[src/hdl/mse_pkg.sv]
// Shared types and constants for the merge sort engine.
package mse_pkg;

  localparam int VAL_W = 32;

  typedef logic [VAL_W-1:0] mse_word_t;

  // Commands from the controller to the datapath.
  typedef struct packed {
    logic store;      // write the incoming value and bump the count
    logic sort_init;  // latch set size, start the first pass
    logic pass_next;  // double run width, swap buffers, restart at run zero
    logic run_init;   // set up the pointers of the next run pair
    logic rd;         // read both run heads
    logic mrg;        // write the smaller head to the destination buffer
    logic emit_init;  // rewind the output index
    logic emit_rd;    // read the next sorted entry
    logic emit_ld;    // load the output register
  } mse_cmd_t;

  // Status from the datapath to the controller.
  typedef struct packed {
    logic width_done;  // run width covers the whole set
    logic lo_done;     // no run pair left in this pass
    logic run_done;    // current run pair fully merged
    logic emit_final;  // output index sits on the last entry
    logic out_full;    // output register holds an untaken result
  } mse_sts_t;

endpackage

[src/hdl/mse_ctrl.sv]
// Controller: load, merge passes and emit sequencing.
module mse_ctrl (
  input  logic              clk,
  input  logic              rst_n,
  input  logic              in_valid,
  input  logic              in_last,
  output logic              in_ready,
  input  mse_pkg::mse_sts_t sts,
  output mse_pkg::mse_cmd_t cmd
);
  import mse_pkg::*;

  localparam logic [2:0] S_LOAD    = 3'd0;
  localparam logic [2:0] S_PASS    = 3'd1;
  localparam logic [2:0] S_RUN     = 3'd2;
  localparam logic [2:0] S_RD      = 3'd3;
  localparam logic [2:0] S_MRG     = 3'd4;
  localparam logic [2:0] S_EMIT_RD = 3'd5;
  localparam logic [2:0] S_EMIT_LD = 3'd6;

  logic [2:0] state_r, state_nxt;

  always_comb begin
    state_nxt = state_r;
    cmd       = '0;
    in_ready  = 1'b0;
    unique case (state_r)
      S_LOAD: begin
        in_ready  = 1'b1;
        cmd.store = in_valid;
        if (in_valid && in_last) begin
          cmd.sort_init = 1'b1;
          state_nxt     = S_PASS;
        end
      end
      S_PASS: begin
        if (sts.width_done) begin
          cmd.emit_init = 1'b1;
          state_nxt     = S_EMIT_RD;
        end else begin
          state_nxt = S_RUN;
        end
      end
      S_RUN: begin
        if (sts.lo_done) begin
          cmd.pass_next = 1'b1;
          state_nxt     = S_PASS;
        end else begin
          cmd.run_init = 1'b1;
          state_nxt    = S_RD;
        end
      end
      S_RD: begin
        if (sts.run_done) begin
          state_nxt = S_RUN;
        end else begin
          cmd.rd    = 1'b1;
          state_nxt = S_MRG;
        end
      end
      S_MRG: begin
        cmd.mrg   = 1'b1;
        state_nxt = S_RD;
      end
      S_EMIT_RD: begin
        // Hold until the output register is free.
        if (!sts.out_full) begin
          cmd.emit_rd = 1'b1;
          state_nxt   = S_EMIT_LD;
        end
      end
      S_EMIT_LD: begin
        cmd.emit_ld = 1'b1;
        state_nxt   = sts.emit_final ? S_LOAD : S_EMIT_RD;
      end
      default: begin
        state_nxt = S_LOAD;
      end
    endcase
  end

  always_ff @(posedge clk) begin
    if (!rst_n) begin
      state_r <= S_LOAD;
    end else begin
      state_r <= state_nxt;
    end
  end

endmodule

[config.mk]
export PLATFORM = sky130hd
export DESIGN_NAME = mse_ctrl
export DESIGN_NICKNAME = d
export VERILOG_FILES = /design/src/hdl/mse_pkg.sv /design/src/hdl/mse_ctrl.sv
export SDC_FILE = /design/constraint.sdc
export NUM_CORES = 1
export LEC_CHECK = 0
export BUFFER_PORTS_ARGS = -buffer_cell sky130_fd_sc_hd__buf_2
export CORE_AREA = 2 2 39 41
export DETAILED_ROUTE_END_ITERATION = 16
export DIE_AREA = 0 0 41 43
export MAX_ROUTING_LAYER = met4
export SLEW_MARGIN = 10
export SYNTH_ARGS = -nofsm -noshare
export SYNTH_HDL_FRONTEND = slang
export SYNTH_SLANG_ARGS = --single-unit
[constraint.sdc]
create_clock -name clk -period 1.2 [get_ports clk]
set_input_delay 0.18 -clock clk [delete_from_list [all_inputs] [get_ports clk]]
set_output_delay 0.18 -clock clk [all_outputs]
set_load 0.02 [all_outputs]
Yosys cells after proc, flatten, opt, wreduce, memory -nomap -nowiden
Index checks and enable logic that the tools add are counted.
Word-level totals
  register bits after elaboration: 3
  word-level logic and storage cells: 33
  ROM bits: 0
  memories kept: 0
  latch bits: 0
  input port bits: 9
  bits in writable memories: 0
  output and inout port bits: 10
Operators by class
  bitwise operators: 0
  multiplexer cells: 21
  reductions and logical operators: 3
  divide/modulo/power cells: 0
  multiply operators: 0
  shift-type cells: 0
  eq/ne operators: 8
  order comparisons: 0
  $add $sub $neg: 0
Operators with widths (number)
  3-bit case mux with 7 select lines: 1
  3-bit two-way mux: 5
  1-bit two-way mux: 12
  3-bit equality test (second input constant): 3
  3-bit by 2-bit equality test with 1-bit output (second input constant): 2
  2-bit two-way mux: 3
  2-bit != test (second input constant): 2
  3-bit by 1-bit equality test with 1-bit output (second input constant): 1
  3-bit logical NOT: 1
  2-bit AND reduction: 1
  1-bit logical AND: 1

Longest topological paths before layout
  depth in word-level cells: 3
  gate-level depth with buffers: 4
  gate-level depth less buffers: 3

Worst setup path after synthesis
OpenSTA, ideal clock, no wires.
  path type: reg2reg
  start point: reg state_r[0]
  end point: reg state_r[2]
  buffers on the path: 1
  required time: 1.138 ns
  setup time: 0.062 ns
  period minus slack after synthesis: 1.383 ns
  setup slack: -0.183 ns
  stages on the path, launching flop included: 4
  arrival time: 1.321 ns
  cells stage by stage: dfxtp_1 -> buf_4 -> nor3b_1 -> o41a_1
On the way
  word-level cells in the longest chain between the ends: 3
  elaborated cells on any way between the ends: 11
  those cells by class: eq/ne: 8; mux: 1; reduce/logical: 2
Ends and longest elaborated chain
  start, declared: line mse_ctrl.sv:21  | logic [2:0] state_r, state_nxt;
  start signal, assigned: line mse_ctrl.sv:86  | state_r <= state_nxt;
  3-bit equality test / 3-bit logical NOT (equally long branches): line mse_ctrl.sv:27  | unique case (state_r)
  2-bit != test (no line)
  2-bit AND reduction (no line)
Parallel ways exist; a longest one is shown, timed or not.
A chain may end at the register's enable or synchronous reset.

==> metrics <==
status=finished, violations left; failing checks=negative setup slack; Slew Viols, Final=0; Mapped Area=297 sq um; core footprint=~0.0014 sq mm; largest net degree at the start of global routing=13; Hold Crit Start=rst_n; leading area contributor after synthesis=dfxtp_1; PwrDens=approximately 940 mW/mm^2; Clock Power Share=0.359; fraction of layout cells with a size suffix above 1=0.707; Post-Route Skew=0.00691 ns; Leakage=between 0.2 and 0.3 nW; most frequent cells in the layout=buf_2 (11), buf_4 (10), buf_6 (5), clkbuf_4 (3); number of diodes=0; max FFs per register=3; CP startpoint=state_r[2]; die width=41 um; Max Fclk=approximately 0.72 GHz; switching share of total power=0.328; row count=14; DIE HEIGHT=43 um; Startpoint Class=flip-flop; drt first pass iters=2; Nets=68; crit share post-route=1.16; RSZ-0062 raised after global routing=yes; Tightest Hold Check Type=input pin to flip-flop; gr usage total=0.107; crit end category=primary output; dpl hpwl=582 um; Worst slew margin=0.853; proportion of netlist area held by the largest area contributor=0.203; final setup margin=-0.192 ns; Via density=4.74; GR Overflow Total=0; routed via count=around 350; first-pass GRT wire length=roughly 1.2 mm; Detailed Route Iter0 Violations=2; final cell count without fillers=74; largest registers=state_r: 3 flops; placed cells=68; Max Fanout on Critical Path=5; Layout fillers=142; Net Count, Synth=40; Cells after Synth=31; post-route minimum period=around 1.4 ns; Sw Pwr=170 uW; DIE AREA=0.00176 sq mm; final WL=851 um; Num CTS Buffers=3; clk sink count=3; Worst Path Class, Setup=flip-flop to primary output; FF-to-FF Start=state_r[0]; Finish-stage setup viols=11; Post-Synthesis Mean Instance Area=9.57 sq um; CP required=1.02 ns; Top reg by flops=state_r; Combinational Power Share=0.399; Final Hold Vio Count=0; post-synth cell types=23; cell area after layout=553 sq um; RePlAce Congestion=0.658; placement-stage cell area=448 sq um; initial antenna violation count=0; # DRC=0; clock root cell=clkbuf_4; CTS max path bufs=2; Ys Warns=0; CTS clk-pin slew, worst paths=0.04 ns; initial core utilization=0.214; register area share after synthesis=0.203; Post-CTS Hold Fix Bufs=0; commonest non-fill, non-tap cell in the layout=buf_2; I/O Buffers=18; routed len/inst=about 12 um; area grow syn2layout=86.5%; Int Pwr=348 uW; Peak VDD IR=0.410 mV; max cap viols=0; Post-Place Setup Slack=-0.142 ns; vias in the first global route=296; utilization after layout=0.400; measured slew at the worst slew-check pin=about 0.22 ns; Synth area leaders=dfxtp_1 (20%), buf_6 (7.6%), nor2b_1 (6.3%); Worst EP arrival=1.21 ns; post-route total power=about 520 uW; Top Ports=19; TritonCTS clock tree=built; worst-skew pair later-pin latency=0.24 ns; FF+latch count, synth=3; register share of total power=0.243; post-route ant nets=0; H-tree depth=1
[Yosys cell counts]
cell type / instances
a21boi_0: 1
nor4b_2: 1
nor3_4: 1
a22oi_1: 1
and3b_1: 2
nor2_1: 1
buf_6: 2
a32o_1: 1
nand2b_1: 1
o21a_1: 1
and2_1: 2
nor3b_1: 2
o311a_1: 1
o41a_1: 1
nor2b_1: 3
nor4bb_1: 1
and3_1: 1
o211ai_1: 1
buf_4: 1
a21o_1: 1
nand2_1: 1
and4bb_1: 1
dfxtp_1: 3
[stage by stage]
stage / hold WS [ns] / setup TNS, ns
floorplan: 0.314 / -0.0518
global placement: 0.438 / -0.234
detailed placement: 0.460 / -0.312
CTS: 0.200 / -1.44
global route: 0.215 / -1.75
finish: 0.207 / -1.14
[path summary, 6_finish.rpt]
| path | to | slack [ns] | cells after the start |
|---|---|---|---|
| worst min-delay path | state_r[2] | 0.21 | 2 |
| worst max-delay path | cmd[7] | -0.19 | 4 |
| worst max register to register | state_r[2] | -0.04 | 4 |
| worst min register to register | state_r[2] | 0.71 | 2 |
[worst max-delay path: stages (launching register included)]
cell and delay [ns]:
dfxtp_2 0.33, buf_6 0.13, nor3_4 0.20, and3_4 0.21, buf_6 0.11
[timing repair]
action	CTS	global route
setup endpoints to repair	12	11
pin swaps	3	5
setup buffers	1	1
resized for setup	11	10
[area by class of cell]
type,count,area (sq um),share of cell area
repair buffers,26,186,0.337
flip-flops and latches,3,68.8,0.124
well taps,16,20.0,0.0362
clock buffers,4,26.3,0.0475
multi-input cells,25,251,0.455
[power groups by stage]
stage                     registers, mW  clock network, mW  logic, mW
final                             0.126              0.186      0.207
after global routing              0.128              0.204      0.224
after CTS                         0.125              0.192      0.189
after detailed placement          0.124                  0      0.173
after global placement            0.125                  0      0.172
after floorplan                   0.114                  0      0.121
[logic make-up after synthesis]
family / count (synthesis) / share of synthesized area
buf+inv: 3 / 0.101
simple gates: 17 / 0.464
flops: 3 / 0.203
compound gates: 8 / 0.232
[routing by layer]
metal  wire [um]  vias up  global-route usage
met1         317      161               0.103
met4           0        0              0.0200
li1            -      173                   -
met3         102        0              0.0785
met5           0        -                   -
met2         431       17               0.169
Power figures use the tool's default switching activity.
